**src/sv/vtpm_pkg.sv**
```systemverilog
// Package for the version tag pattern matcher: default sizes, register
// indexes, character codes and the per-pattern result type.
// Depends on nothing; every other file refers to it by scoped names.
package vtpm_pkg;

	// Defaults for the top-level parameters
	localparam int NUM_PATTERNS_DEF  = 2;
	localparam int PATTERN_BYTES_DEF = 16;
	localparam int MAX_RECORD_DEF    = 255;

	// Only the first two patterns have registers behind them
	localparam int NUM_REG_PATTERNS = 2;
	localparam int PAT_BITS         = 128;
	localparam int CFG_IDX_W        = 3;
	localparam int CFG_DATA_W       = 64;

	// Register indexes
	localparam logic [CFG_IDX_W-1:0] REG_PATTERN_COUNT   = 3'd0;
	localparam logic [CFG_IDX_W-1:0] REG_FIRST_LOW       = 3'd1;
	localparam logic [CFG_IDX_W-1:0] REG_FIRST_HIGH      = 3'd2;
	localparam logic [CFG_IDX_W-1:0] REG_SECOND_LOW      = 3'd3;
	localparam logic [CFG_IDX_W-1:0] REG_SECOND_HIGH     = 3'd4;

	// Character codes
	localparam logic [7:0] CH_NUL      = 8'h00;
	localparam logic [7:0] CH_VCHAR_LO = 8'h21;
	localparam logic [7:0] CH_VCHAR_HI = 8'h7E;
	localparam logic [7:0] CH_PERCENT  = 8'h25;
	localparam logic [7:0] CH_COMMA    = 8'h2C;
	localparam logic [7:0] CH_SPACE    = 8'h20;
	localparam logic [7:0] CH_LOWER_V  = 8'h76;
	localparam logic [7:0] CH_LOWER_D  = 8'h64;
	localparam logic [7:0] CH_DIGIT_0  = 8'h30;
	localparam logic [7:0] CH_DIGIT_9  = 8'h39;
	localparam logic [7:0] CH_UPPER_A  = 8'h41;
	localparam logic [7:0] CH_UPPER_Z  = 8'h5A;
	localparam logic [7:0] CASE_DELTA  = 8'h20;

	// Outcome of one pattern for the record that ends with the current byte
	typedef struct packed {
		logic       matched;
		logic [7:0] match_end;
	} lane_res_t;

endpackage

```
**src/sv/vtpm_lane.sv**
```systemverilog
// One pattern lane of the version tag pattern matcher: holds the match
// state of one pattern and advances it by one record byte per step.
// Depends on vtpm_pkg.
module vtpm_lane #(
	parameter int PATTERN_BYTES = vtpm_pkg::PATTERN_BYTES_DEF
) (
	input  logic                           clk,
	input  logic                           arst_n,
	input  logic                           step,
	input  logic                           last,
	input  logic [7:0]                     text_byte,
	input  logic [7:0]                     end_off,
	input  logic [vtpm_pkg::PAT_BITS-1:0]  pattern,
	output vtpm_pkg::lane_res_t            res
);

	localparam int PB_EFF = (PATTERN_BYTES < 16) ? PATTERN_BYTES : 16;
	localparam int POS_W  = $clog2(PATTERN_BYTES + 3);
	localparam int NPOS   = 1 << POS_W;

	typedef enum logic [1:0] {
		ST_RUN   = 2'd0,
		ST_MATCH = 2'd1,
		ST_FAIL  = 2'd2
	} status_t;

	logic [POS_W-1:0] pos_q, pos_n;
	logic             run_q, run_n;
	status_t          status_q, status_n, status_fin;
	logic [7:0]       end_q, end_n;

	logic [7:0] lc;
	logic       is_vc, is_dg, is_sp, is_cm, is_pc;

	logic [NPOS-1:0] is_pv, fin_ok, dig_prev, adv1, adv2, set_run, hit;
	logic [POS_W-1:0] q;
	logic             run_keep;

	assign is_vc = (text_byte >= vtpm_pkg::CH_VCHAR_LO) && (text_byte <= vtpm_pkg::CH_VCHAR_HI);
	assign is_dg = (text_byte >= vtpm_pkg::CH_DIGIT_0) && (text_byte <= vtpm_pkg::CH_DIGIT_9);
	assign is_sp = (text_byte == vtpm_pkg::CH_SPACE);
	assign is_cm = (text_byte == vtpm_pkg::CH_COMMA);
	assign is_pc = (text_byte == vtpm_pkg::CH_PERCENT);
	assign lc    = ((text_byte >= vtpm_pkg::CH_UPPER_A) && (text_byte <= vtpm_pkg::CH_UPPER_Z))
	               ? text_byte + vtpm_pkg::CASE_DELTA : text_byte;

	// Decode every pattern position against the current byte in parallel
	for (genvar k = 0; k < NPOS; k++) begin : g_pos
		logic [7:0] cur, nx, pv;
		if (k < PB_EFF) begin : g_cur
			assign cur = pattern[8*k +: 8];
		end else begin : g_cur_zero
			assign cur = vtpm_pkg::CH_NUL;
		end
		if (k + 1 < PB_EFF) begin : g_nx
			assign nx = pattern[8*(k+1) +: 8];
		end else begin : g_nx_zero
			assign nx = vtpm_pkg::CH_NUL;
		end
		if (k > 0 && k - 1 < PB_EFF) begin : g_pv
			assign pv = pattern[8*(k-1) +: 8];
		end else begin : g_pv_zero
			assign pv = vtpm_pkg::CH_NUL;
		end

		assign is_pv[k]    = (cur == vtpm_pkg::CH_PERCENT) && (nx == vtpm_pkg::CH_LOWER_V);
		assign fin_ok[k]   = (cur == vtpm_pkg::CH_NUL) ||
		                     ((cur == vtpm_pkg::CH_PERCENT) && (nx == vtpm_pkg::CH_COMMA));
		assign dig_prev[k] = (pv == vtpm_pkg::CH_LOWER_D);
		assign set_run[k]  = is_pv[k] || ((cur == vtpm_pkg::CH_PERCENT) &&
		                     (nx == vtpm_pkg::CH_LOWER_D) && is_dg);
		assign adv2[k]     = set_run[k] || ((cur == vtpm_pkg::CH_PERCENT) &&
		                     (((nx == vtpm_pkg::CH_PERCENT) && is_pc) ||
		                      ((nx == vtpm_pkg::CH_COMMA) && is_cm)));
		assign adv1[k]     = (cur != vtpm_pkg::CH_NUL) && (cur != vtpm_pkg::CH_PERCENT) &&
		                     (lc == cur);
		assign hit[k]      = is_sp && ((cur == vtpm_pkg::CH_NUL) ||
		                     ((cur == vtpm_pkg::CH_PERCENT) && (nx == vtpm_pkg::CH_COMMA)));
	end

	assign run_keep = run_q && (dig_prev[pos_q] ? is_dg : is_vc);

	// A non-printable byte passes over any chain of empty %v runs
	always_comb begin
		q = pos_q;
		if (!is_vc) begin
			for (int j = NPOS - 1; j >= 0; j--) begin
				if (j >= int'(pos_q) && j[0] == pos_q[0] && !is_pv[j])
					q = POS_W'(j);
			end
		end
	end

	always_comb begin
		pos_n    = pos_q;
		run_n    = run_q;
		status_n = status_q;
		end_n    = end_q;
		if (status_q == ST_RUN && !run_keep) begin
			run_n = 1'b0;
			if (hit[q]) begin
				status_n = ST_MATCH;
				end_n    = end_off;
			end else if (adv2[q]) begin
				pos_n = q + POS_W'(2);
				run_n = set_run[q];
			end else if (adv1[q]) begin
				pos_n = q + POS_W'(1);
			end else begin
				status_n = ST_FAIL;
			end
		end
	end

	// Record end: a running pattern matches if it sits at its end or at %,
	always_comb begin
		status_fin = status_n;
		if (status_n == ST_RUN)
			status_fin = fin_ok[pos_n] ? ST_MATCH : ST_FAIL;
		res.matched   = (status_fin == ST_MATCH);
		res.match_end = (status_n == ST_MATCH) ? end_n : end_off;
	end

	always_ff @(posedge clk or negedge arst_n) begin
		if (!arst_n) begin
			pos_q    <= '0;
			run_q    <= 1'b0;
			status_q <= ST_RUN;
			end_q    <= '0;
		end else if (step) begin
			if (last) begin
				pos_q    <= '0;
				run_q    <= 1'b0;
				status_q <= ST_RUN;
				end_q    <= '0;
			end else begin
				pos_q    <= pos_n;
				run_q    <= run_n;
				status_q <= status_n;
				end_q    <= end_n;
			end
		end
	end

endmodule

```
**src/sv/version_tag_pattern_matcher_top.sv**
```systemverilog
// Version tag pattern matcher, top level. Depends on vtpm_pkg and vtpm_lane.
//
// Input channel (in_valid / in_stall): one record byte per transaction, with
// last_byte marking the final byte of a record. Output channel (out_valid /
// out_stall): one transaction per record, carrying matched, pattern_index and
// end_offset. The user must write patterns and pattern_count over the cfg_we port
// only while no record is in flight; the block itself does not enforce this.
// Throughput: one byte per cycle while in_stall is low, set by the state update of
// each pattern lane between the input register and the result register.
// The result of a record is loaded into the result register as its last byte
// leaves the input register, so it passes both registers before out_valid.
// Reset clears all pattern state, the byte count, the configuration and the
// result valid flag. While the receiver stalls, bytes of the next record keep
// flowing; only a last byte waits in the input register, raising in_stall,
// until the pending result has been taken.
module version_tag_pattern_matcher_top #(
	parameter int NUM_PATTERNS  = vtpm_pkg::NUM_PATTERNS_DEF,
	parameter int PATTERN_BYTES = vtpm_pkg::PATTERN_BYTES_DEF,
	parameter int MAX_RECORD    = vtpm_pkg::MAX_RECORD_DEF
) (
	input  logic                              clk,
	input  logic                              arst_n,
	input  logic                              in_valid,
	output logic                              in_stall,
	input  logic [7:0]                        text_byte,
	input  logic                              last_byte,
	output logic                              out_valid,
	input  logic                              out_stall,
	output logic                              matched,
	output logic                              pattern_index,
	output logic [7:0]                        end_offset,
	input  logic                              cfg_we,
	input  logic [vtpm_pkg::CFG_IDX_W-1:0]    cfg_index,
	input  logic [vtpm_pkg::CFG_DATA_W-1:0]   cfg_data
);

	localparam int OFFSET_CAP = (MAX_RECORD < 255) ? MAX_RECORD : 255;

	// Input register
	logic       valid_s1;
	logic [7:0] byte_s1;
	logic       last_s1;

	logic       advance, step, load;
	logic [7:0] bytes_seen_q, end_off;
	logic [1:0] count_q;

	logic [vtpm_pkg::PAT_BITS-1:0] pat_w [NUM_PATTERNS];
	vtpm_pkg::lane_res_t           res [NUM_PATTERNS];

	logic       sel_matched, sel_index;
	logic [7:0] sel_end;

	// Hold a last byte only while a finished result is still waiting
	assign advance  = !(valid_s1 && last_s1 && out_valid && out_stall);
	assign in_stall = valid_s1 && !advance;
	assign step     = valid_s1 && advance;
	assign load     = step && last_s1;

	assign end_off = (bytes_seen_q < 8'(OFFSET_CAP)) ? bytes_seen_q + 8'd1 : 8'(OFFSET_CAP);

	always_ff @(posedge clk or negedge arst_n) begin
		if (!arst_n) begin
			valid_s1 <= 1'b0;
		end else if (!in_stall) begin
			valid_s1 <= in_valid;
		end
	end

	always_ff @(posedge clk) begin
		if (in_valid && !in_stall) begin
			byte_s1 <= text_byte;
			last_s1 <= last_byte;
		end
	end

	// Byte count, saturating; drop back to zero after each record
	always_ff @(posedge clk or negedge arst_n) begin
		if (!arst_n) begin
			bytes_seen_q <= '0;
		end else if (step) begin
			bytes_seen_q <= last_s1 ? 8'd0 : end_off;
		end
	end

	// Configuration registers
	always_ff @(posedge clk or negedge arst_n) begin
		if (!arst_n) begin
			count_q <= '0;
		end else if (cfg_we && cfg_index == vtpm_pkg::REG_PATTERN_COUNT) begin
			count_q <= cfg_data[1:0];
		end
	end

	for (genvar p = 0; p < NUM_PATTERNS; p++) begin : g_pat
		if (p < vtpm_pkg::NUM_REG_PATTERNS) begin : g_reg
			localparam logic [vtpm_pkg::CFG_IDX_W-1:0] LO_IDX =
				(p == 0) ? vtpm_pkg::REG_FIRST_LOW : vtpm_pkg::REG_SECOND_LOW;
			localparam logic [vtpm_pkg::CFG_IDX_W-1:0] HI_IDX =
				(p == 0) ? vtpm_pkg::REG_FIRST_HIGH : vtpm_pkg::REG_SECOND_HIGH;
			logic [vtpm_pkg::CFG_DATA_W-1:0] lo_q, hi_q;

			always_ff @(posedge clk or negedge arst_n) begin
				if (!arst_n) begin
					lo_q <= '0;
					hi_q <= '0;
				end else if (cfg_we) begin
					if (cfg_index == LO_IDX)
						lo_q <= cfg_data;
					if (cfg_index == HI_IDX)
						hi_q <= cfg_data;
				end
			end
			assign pat_w[p] = {hi_q, lo_q};
		end else begin : g_empty
			// No register behind this pattern: it reads as empty
			assign pat_w[p] = '0;
		end

		vtpm_lane #(
			.PATTERN_BYTES(PATTERN_BYTES)
		) u_lane (
			.clk       (clk),
			.arst_n    (arst_n),
			.step      (step),
			.last      (last_s1),
			.text_byte (byte_s1),
			.end_off   (end_off),
			.pattern   (pat_w[p]),
			.res       (res[p])
		);
	end

	// First enabled pattern in order that matched
	always_comb begin
		sel_matched = 1'b0;
		sel_index   = 1'b0;
		sel_end     = '0;
		for (int p = NUM_PATTERNS - 1; p >= 0; p--) begin
			if (p < int'(count_q) && res[p].matched) begin
				sel_matched = 1'b1;
				sel_index   = p[0];
				sel_end     = res[p].match_end;
			end
		end
	end

	// Result register: load on a last byte, clear once taken
	always_ff @(posedge clk or negedge arst_n) begin
		if (!arst_n) begin
			out_valid <= 1'b0;
		end else if (load) begin
			out_valid <= 1'b1;
		end else if (!out_stall) begin
			out_valid <= 1'b0;
		end
	end

	always_ff @(posedge clk) begin
		if (load) begin
			matched       <= sel_matched;
			pattern_index <= sel_index;
			end_offset    <= sel_end;
		end
	end

`ifndef SYNTHESIS
	// A match always consumed at least one byte
	a_match_has_offset: assert property (@(posedge clk) disable iff (!arst_n)
		out_valid && matched |-> end_offset != 8'd0)
		else $error("matched result with zero end_offset");

	// No match reports index zero and offset zero
	a_no_match_zero: assert property (@(posedge clk) disable iff (!arst_n)
		out_valid && !matched |-> end_offset == 8'd0 && pattern_index == 1'b0)
		else $error("unmatched result carries index or offset");

	// The byte count restarts after the last byte of a record
	a_count_restart: assert property (@(posedge clk) disable iff (!arst_n)
		load |=> bytes_seen_q == 8'd0 && out_valid)
		else $error("byte count not cleared after record end");
`endif

endmodule
```
**config.mk**
```make
export PLATFORM = sky130hd
export DESIGN_NAME = version_tag_pattern_matcher_top
export DESIGN_NICKNAME = d
export VERILOG_FILES = /design/src/sv/vtpm_pkg.sv /design/src/sv/vtpm_lane.sv /design/src/sv/version_tag_pattern_matcher_top.sv
export SDC_FILE = /design/constraint.sdc
export NUM_CORES = 1
export LEC_CHECK = 0
export BUFFER_PORTS_ARGS = -buffer_cell sky130_fd_sc_hd__clkbuf_2
export CAP_MARGIN = 0
export CORE_MARGIN = 3
export CORE_UTILIZATION = 58
export DETAILED_ROUTE_END_ITERATION = 8
export PLACE_DENSITY_LB_ADDON = 0.12
export SLEW_MARGIN = 10
export SYNTH_ARGS = -nofsm -noshare
export SYNTH_HDL_FRONTEND = slang
export SYNTH_SLANG_ARGS = --single-unit
export TNS_END_PERCENT = 50
```
**constraint.sdc**
```tcl
create_clock -name clk -period 5.9 [get_ports clk]
set_input_delay 0.59 -clock clk [delete_from_list [all_inputs] [get_ports clk]]
set_output_delay 0.59 -clock clk [all_outputs]
set_load 0.05 [all_outputs]
```
; Yosys cells after proc, flatten, opt, wreduce, memory -nomap -nowiden
; Cells that the tools add are included.
[totals]
ff_bits = 319
input_bits = 81
[op_classes]
addsub = 6
order_cmp = 77
n_eq_ne = 200
muxes = 140
bitwise = 2
n_reduce_logical = 646
[ops]
columns = cell, n
row1 = == test 8 x 6 -> 1 bit (second input constant), 65
row2 = == test 8 x 7 -> 1 bit (second input constant), 62
row3 = logical AND 1 bit, 415
row4 = two-way mux 5 bit, 76
row5 = == test 8 bit, 32
row6 = logical NOT 8 bit, 32
row7 = != test 8 x 6 -> 1 bit (second input constant), 32
row8 = nonzero test 8 bit, 32
row9 = greater-or-equal comparator 5 bit (first input constant), 30
row10 = logical OR 1 bit, 120
row11 = two-way mux 8 bit, 13
row12 = greater-or-equal comparator 4 x 5 -> 1 bit (first input constant), 16
row13 = binary-select mux 1 bit (select 5 bit), 12
row14 = greater-or-equal comparator 3 x 5 -> 1 bit (first input constant), 8
row15 = less-than comparator 5 x 6 -> 1 bit (second input constant), 6
row16 = logical NOT 1 bit, 34
row17 = two-way mux 2 bit, 14
row18 = two-way mux 1 bit, 25
row19 = greater-or-equal comparator 1 x 5 -> 1 bit (first input constant), 4
row20 = greater-or-equal comparator 2 x 5 -> 1 bit (first input constant), 4
row21 = greater-or-equal comparator 8 x 6 -> 1 bit (second input constant), 2
row22 = less-or-equal comparator 8 x 7 -> 1 bit (second input constant), 2
row23 = AND reduction 2 bit, 6
row24 = adder 5 x 1 -> 5 bit (second input constant), 2
row25 = other kinds (16), 27

; Depth between registers and ports, before layout
[logic_depth]
depth_word = 48
depth_mapped = 22
mapped_depth_nobuf = 18

; By module
; Synthesis repeated with hierarchy kept, for this count alone.
[hier_totals]
cells_unflattened = 2448
hier_area_um2 = 23709.0
[modules_own_cells]
columns = mod, instances, cells_each, area_each_um2, seq_area_each_um2
row1 = version_tag_pattern_matcher_top, 1, 664, 11068.1, 7277.0
row2 = vtpm_lane (g_pat[0].u_lane), 1, 884, 6396.1, 400.4
row3 = vtpm_lane (g_pat[1].u_lane), 1, 900, 6244.7, 400.4

; Least setup slack after synthesis
; No wires, ideal clock.
[synth_timing]
path_type = register to register
startpoint = register byte_s1[6]
endpoint = register end_offset[0] (data pin)
setup_time_ps = 180
t_arrival_ps = 4758
required_time_ps = 5720
slack_ps = 962
path_stages_with_launch = 20
synth_period_minus_slack_ps = 4938
path_cell_list = edfxtp_1 -> inv_1 -> clkbuf_1 -> ha_1 -> nor3b_1 -> o221ai_1 -> or3_1 -> a2111oi_0 -> a221oi_1 -> o31a_1 -> o2111ai_1 -> o2111ai_1 -> o311ai_0 -> or3b_2 -> clkbuf_8 -> mux2i_1 -> mux2_2 -> o211a_1 -> buf_6 -> o41ai_2
[synth_between]
elab_chain_len = 19
[synth_lines]
columns = element, line_no
row1 = "start, declared", version_tag_pattern_matcher_top.sv:41  ; logic [7:0] byte_s1;
row2 = "start signal, assigned", version_tag_pattern_matcher_top.sv:72  ; byte_s1 <= text_byte;
row3 = greater-or-equal comparator 8 x 7 -> 1 bit / less-or-equal comparator 8 x 7 -> 1 bit (equally long branches), vtpm_lane.sv:44  ; assign lc = ((text_byte >= vtpm_pkg::CH_UPPER_A) && (text_byte <= vtpm_pkg::CH_UPPER_Z))
row4 = logical AND 1 bit, vtpm_lane.sv:44
row5 = two-way mux 8 bit, vtpm_lane.sv:45  ; ? text_byte + vtpm_pkg::CASE_DELTA : text_byte;
row6 = == test 8 bit, vtpm_lane.sv:76  ; (lc == cur);
row7 = logical AND 1 bit, vtpm_lane.sv:75  ; assign adv1[k] = (cur != vtpm_pkg::CH_NUL) && (cur != vtpm_pkg::CH_PERCENT) &&
row8 = binary-select mux 1 bit (select 5 bit), vtpm_lane.sv:107  ; end else if (adv1[q]) begin
row9 = two-way mux 1 bit (not written as such), vtpm_lane.sv:107
row10 = two-way mux 5 bit, vtpm_lane.sv:107
row11 = [... 4 more ...], --
row12 = two-way mux 1 bit (not written as such), vtpm_lane.sv:119  ; status_fin = fin_ok[pos_n] ? ST_MATCH : ST_FAIL;
row13 = two-way mux 2 bit, vtpm_lane.sv:119
row14 = two-way mux 2 bit, vtpm_lane.sv:118  ; if (status_n == ST_RUN)
row15 = == test 2 x 1 -> 1 bit, vtpm_lane.sv:120  ; res.matched = (status_fin == ST_MATCH);
row16 = logical AND 1 bit, version_tag_pattern_matcher_top.sv:140  ; if (p < int'(count_q) && res[p].matched) begin
row17 = two-way mux 8 bit, version_tag_pattern_matcher_top.sv:140
row18 = two-way mux 8 bit (*), version_tag_pattern_matcher_top.sv:140
row19 = named net sel_end[0], version_tag_pattern_matcher_top.sv:52  ; logic [7:0] sel_end;
row20 = "end signal, assigned", version_tag_pattern_matcher_top.sv:163  ; end_offset <= sel_end;
row21 = "end, declared", version_tag_pattern_matcher_top.sv:31  ; output logic [7:0] end_offset,
; Mark *: on every way through the listed nets, which the timed path passes. The rest lies on a longest branch. The select of a mux whose other input is x is not followed.
; A chain may end at the register's enable or synchronous reset.

; Worst setup path in the final report
[layout_timing]
startpoint = register byte_s1[2]
endpoint = register end_offset[6] (data pin)
; Same word-level chain as after synthesis.

==> flow_metrics.tcl <==
set metrics [dict create \
    synth_area_per_cell_sq_um 9.32 \
    setup_viol 0 \
    drt_iter0_markers 3729 \
    ys_async_sr_fraction_pct 94.0 \
    grt_overflow 0 \
    period_share_pct 97.7 \
    path_clk_slew_ns 0.06 \
    synthTopCellsByArea "dfrtp_1, mux2_2, xnor2_1" \
    cts_htree_levels 2 \
    drv_slew 0 \
    detail_route.wl_per_cell_um 31.2 \
    clk_latency_ns 0.57 \
    critPathRequiredTime_ns 6.23 \
    drtPass1Iterations 7 \
    power_frac_comb_pct 39.1 \
    cp-endpoint "end_offset[6]$_DFFE_PP_" \
    max_cap_viol_count 0 \
    clkPwrFrac_pct 24.2 \
    row_count 73 \
    peakVddDrop_mv 0.351 \
    fin_crit_ns 5.77 \
    synth.largest_area_cell "dfrtp_1" \
    reg2reg_from "byte_s1[2]$_DFFE_PP_" \
    synth_top_cell_area_share_pct 31.9 \
    start_util_pct 58.9 \
    tightest_slew_ns 1.28 \
    io_buffers 92 \
    synth_edf_count 19 \
    yosysWarnings 0 \
    grt_pass1_wl_um 147000 \
    setup_slack_ns 0.134 \
    grt_pass1_vias 22300 \
    worstPathMaxFanout 14 \
    whs_ns 0.209 \
    rr_worst_depth 18 \
    antenna_found_initial 7 \
    finalNonFillerCells 3216 \
    slowest_stage "edfxtp_1" \
    cpLargestDelayFamily "compound AO/OA/AOI/OAI gates" \
    synth-seq-area-share_pct 34.4 \
    crit_top_cell "mux2i_1" \
    r2r_slack_ns 0.13 \
    power_density_nw_per_um2 358 \
    dp_hpwl_um 75700 \
    min-delay-path-class "in -> reg" \
    ant_nets 0 \
    syn-instance-count 2521 \
    p_leak_uw 0.0103 \
    synth_top_cells_by_count "dfrtp_1, mux2_2, nand2_1" \
    ys.flop_type "dfrtp_1" \
    synth_seq_cells 319 \
    intPower_uw 5540 \
    synth_area_sq_um 23500 \
    drc 0 \
    p_sw_share_pct 41.7 \
    r2r-end "end_offset[6]$_DFFE_PP_" \
    seq_power_share_pct 36.6 \
    cts-root-buf "clkbuf_16" \
    start_kind "flip-flop" \
    cp.arrival_ns 6.10 \
    timing.setup.tns_ns 0 \
    crit_buf_inv 3 \
    synth.distinct_cells 119 \
    finalHoldViolCount 0 \
    pre_cts_slack_ns 0.178 \
    critical_path_class "reg -> reg" \
    drive_gt1_share_pct 25.5 \
    die_x_um 207 \
    coreArea_sq_um 39900 \
    power.total_uw 9490 \
    viasPerCell 7.28 \
    fin_skew_ns 0.0204 \
    yosysMostFrequentCell "dfrtp_1" \
    ioPinCount 93 \
    final_nets 2750 \
    clockBufferDepth 3 \
    place_inst 3140 \
    worstSetupStartpoint "byte_s1[2]$_DFFE_PP_" \
    clock_sinks 319 \
    grt_max_degree 159 \
    cts_tree "done" \
    critical_path_depth 18 \
    die_h_um 207 \
    cp-end-kind "flip-flop" \
    vias 23400 \
    drt-total-wl_um 100000 \
    relSlewSlack_pct 13.5 \
    place.gp.congestion 1.08 \
    p_sw_uw 3960 \
    crit_chain "buf_4 > buf_4 > xor2_1 > nor3_1 > nand4_1 > a21o_1 > a2111oi_0 > nor2_1 > mux2i_1 > o21bai_1 > or4_4 > xnor2_4 > mux2i_1 > mux2i_1 > mux2_2 > o211a_1 > buf_12 > o41ai_2" \
    dieArea_sq_um 43000 \
    outcome "finished, final reports clean" \
    cts-buffers-inserted 36 \
    rsz0062_at_grt "no" \
    syn2layout_area_growth_pct 12.8 \
    crit_path_max_incr_delay_ns 0.64 \
    synth_nets 2609 \
    grt_usage_pct 45.3 \
    fmax_mhz 173 \
]
==> through the flow <==
| step | instance area (sq um) | utilization, % |
|---|---|---|
| after global placement | 25100 | 63.0 |
| after global routing | 26500 | 66.4 |
| final | 26500 | 66.4 |
| after detailed placement | 25100 | 63.0 |
| after CTS | 26300 | 66.0 |
| after floorplan | 23500 | - |
==> timing repair <==
item / in CTS / in global routing
endpoints found under the hold margin: 3 / 0
setup endpoints to repair: 0 / 10
buffers inserted: 0 / 7
resized for setup: 0 / 18
hold buffers: 1 / 0
==> logic make-up after synthesis <==
| group | count (synthesis) | synth area share (%) |
|---|---|---|
| AO/OA/AOI/OAI | 546 | 17.2 |
| XOR/XNOR | 188 | 7.09 |
| adder cells (fa/ha/maj) | 7 | 0.373 |
| buffers and inverters | 200 | 4.01 |
| flip-flops | 319 | 34.4 |
| multiplexers | 286 | 13.8 |
| AND/OR/NAND/NOR | 975 | 23.1 |
==> flip-flops by register name, indices dropped and copies added, names as in the netlist <==
name and flops:
g_pat.u_lane.end_q 16, g_pat.u_lane.status_q 4, g_pat.g_reg.lo_q 128, count_q 2, bytes_seen_q 8, g_pat.u_lane.pos_q 10, matched 1, last_s1 1
byte_s1 8, pattern_index 1, g_pat.u_lane.run_q 2, g_pat.g_reg.hi_q 128, out_valid 1, valid_s1 1, end_offset 8
==> layer usage <==
metal | global-route usage [%] | vias up | wire length [um]
li1 | - | 9846 | -
met1 | 60.5 | 11400 | 37600
met2 | 67.1 | 1778 | 42500
met3 | 13.0 | 398 | 13700
met4 | 23.2 | 10 | 6460
met5 | 1.78 | - | 158
==> worst min-delay path by stage <==
stage                                                     from                                   end  slack, ns  depth (start not counted)
final                                             text_byte[7]                  byte_s1[7]$_DFFE_PP_       0.21                          1
after global routing                              text_byte[2]                  byte_s1[2]$_DFFE_PP_       0.20                          1
after CTS                                         text_byte[2]                  byte_s1[2]$_DFFE_PP_       0.21                          1
after detailed placement  g_pat[0].u_lane.end_q[7]$_DFFE_PN0P_  g_pat[0].u_lane.end_q[7]$_DFFE_PN0P_       0.47                          2
after global placement       g_pat[0].u_lane.run_q$_DFFE_PN0P_     g_pat[0].u_lane.run_q$_DFFE_PN0P_       0.46                          2
after floorplan                                         arst_n           bytes_seen_q[0]$_DFFE_PN0P_       0.29                          0
==> layout make-up <==
type | instances | area [sq um]
clock inverter | 18 | 174
inverter | 48 | 180
timing repair buffer | 254 | 1760
multi-input combinational | 2003 | 14600
tap | 525 | 657
clock buffer | 47 | 1010
fill | 3183 | 13400
sequential | 319 | 8080
antenna | 2 | 5.00
==> power groups by stage <==
stage	Clock (uW)	Sequential [uW]	Combinational, uW
2_1_floorplan	0	3110	2470
3_3_place_gp	0	3420	3460
3_5_place_dp	0	3450	3530
4_1_cts	2310	3420	3560
5_1_grt	2410	3520	3930
6_report	2300	3480	3720
==> placed cells by master, fill, tap and decap left out, types with 14 or more instances in the layout <==
cell       instances
dfrtp_1          298
mux2_2           247
nand2_1          201
nor2_1           171
buf_4            154
nor3_1            96
o21ai_0           96
xnor2_1           94
xor2_1            93
a21oi_1           91
clkbuf_2          91
nand3_1           74
nand4_1           60
nor4_1            59
inv_1             43
clkbuf_16         37
mux2i_1           32
nand2b_1          31
nor2b_1           29
and3_1            28
o22ai_1           27
and2_1            24
a31oi_1           24
or3_1             23
nor4b_1           19
o31ai_1           19
edfxtp_1          19
nand4b_1          18
o2111ai_1         18
a22oi_1           17
o211ai_1          16
or4_1             16
a211oi_1          15
a2111oi_0         14
a22o_1            14
(Power assumes the default switching activity.)
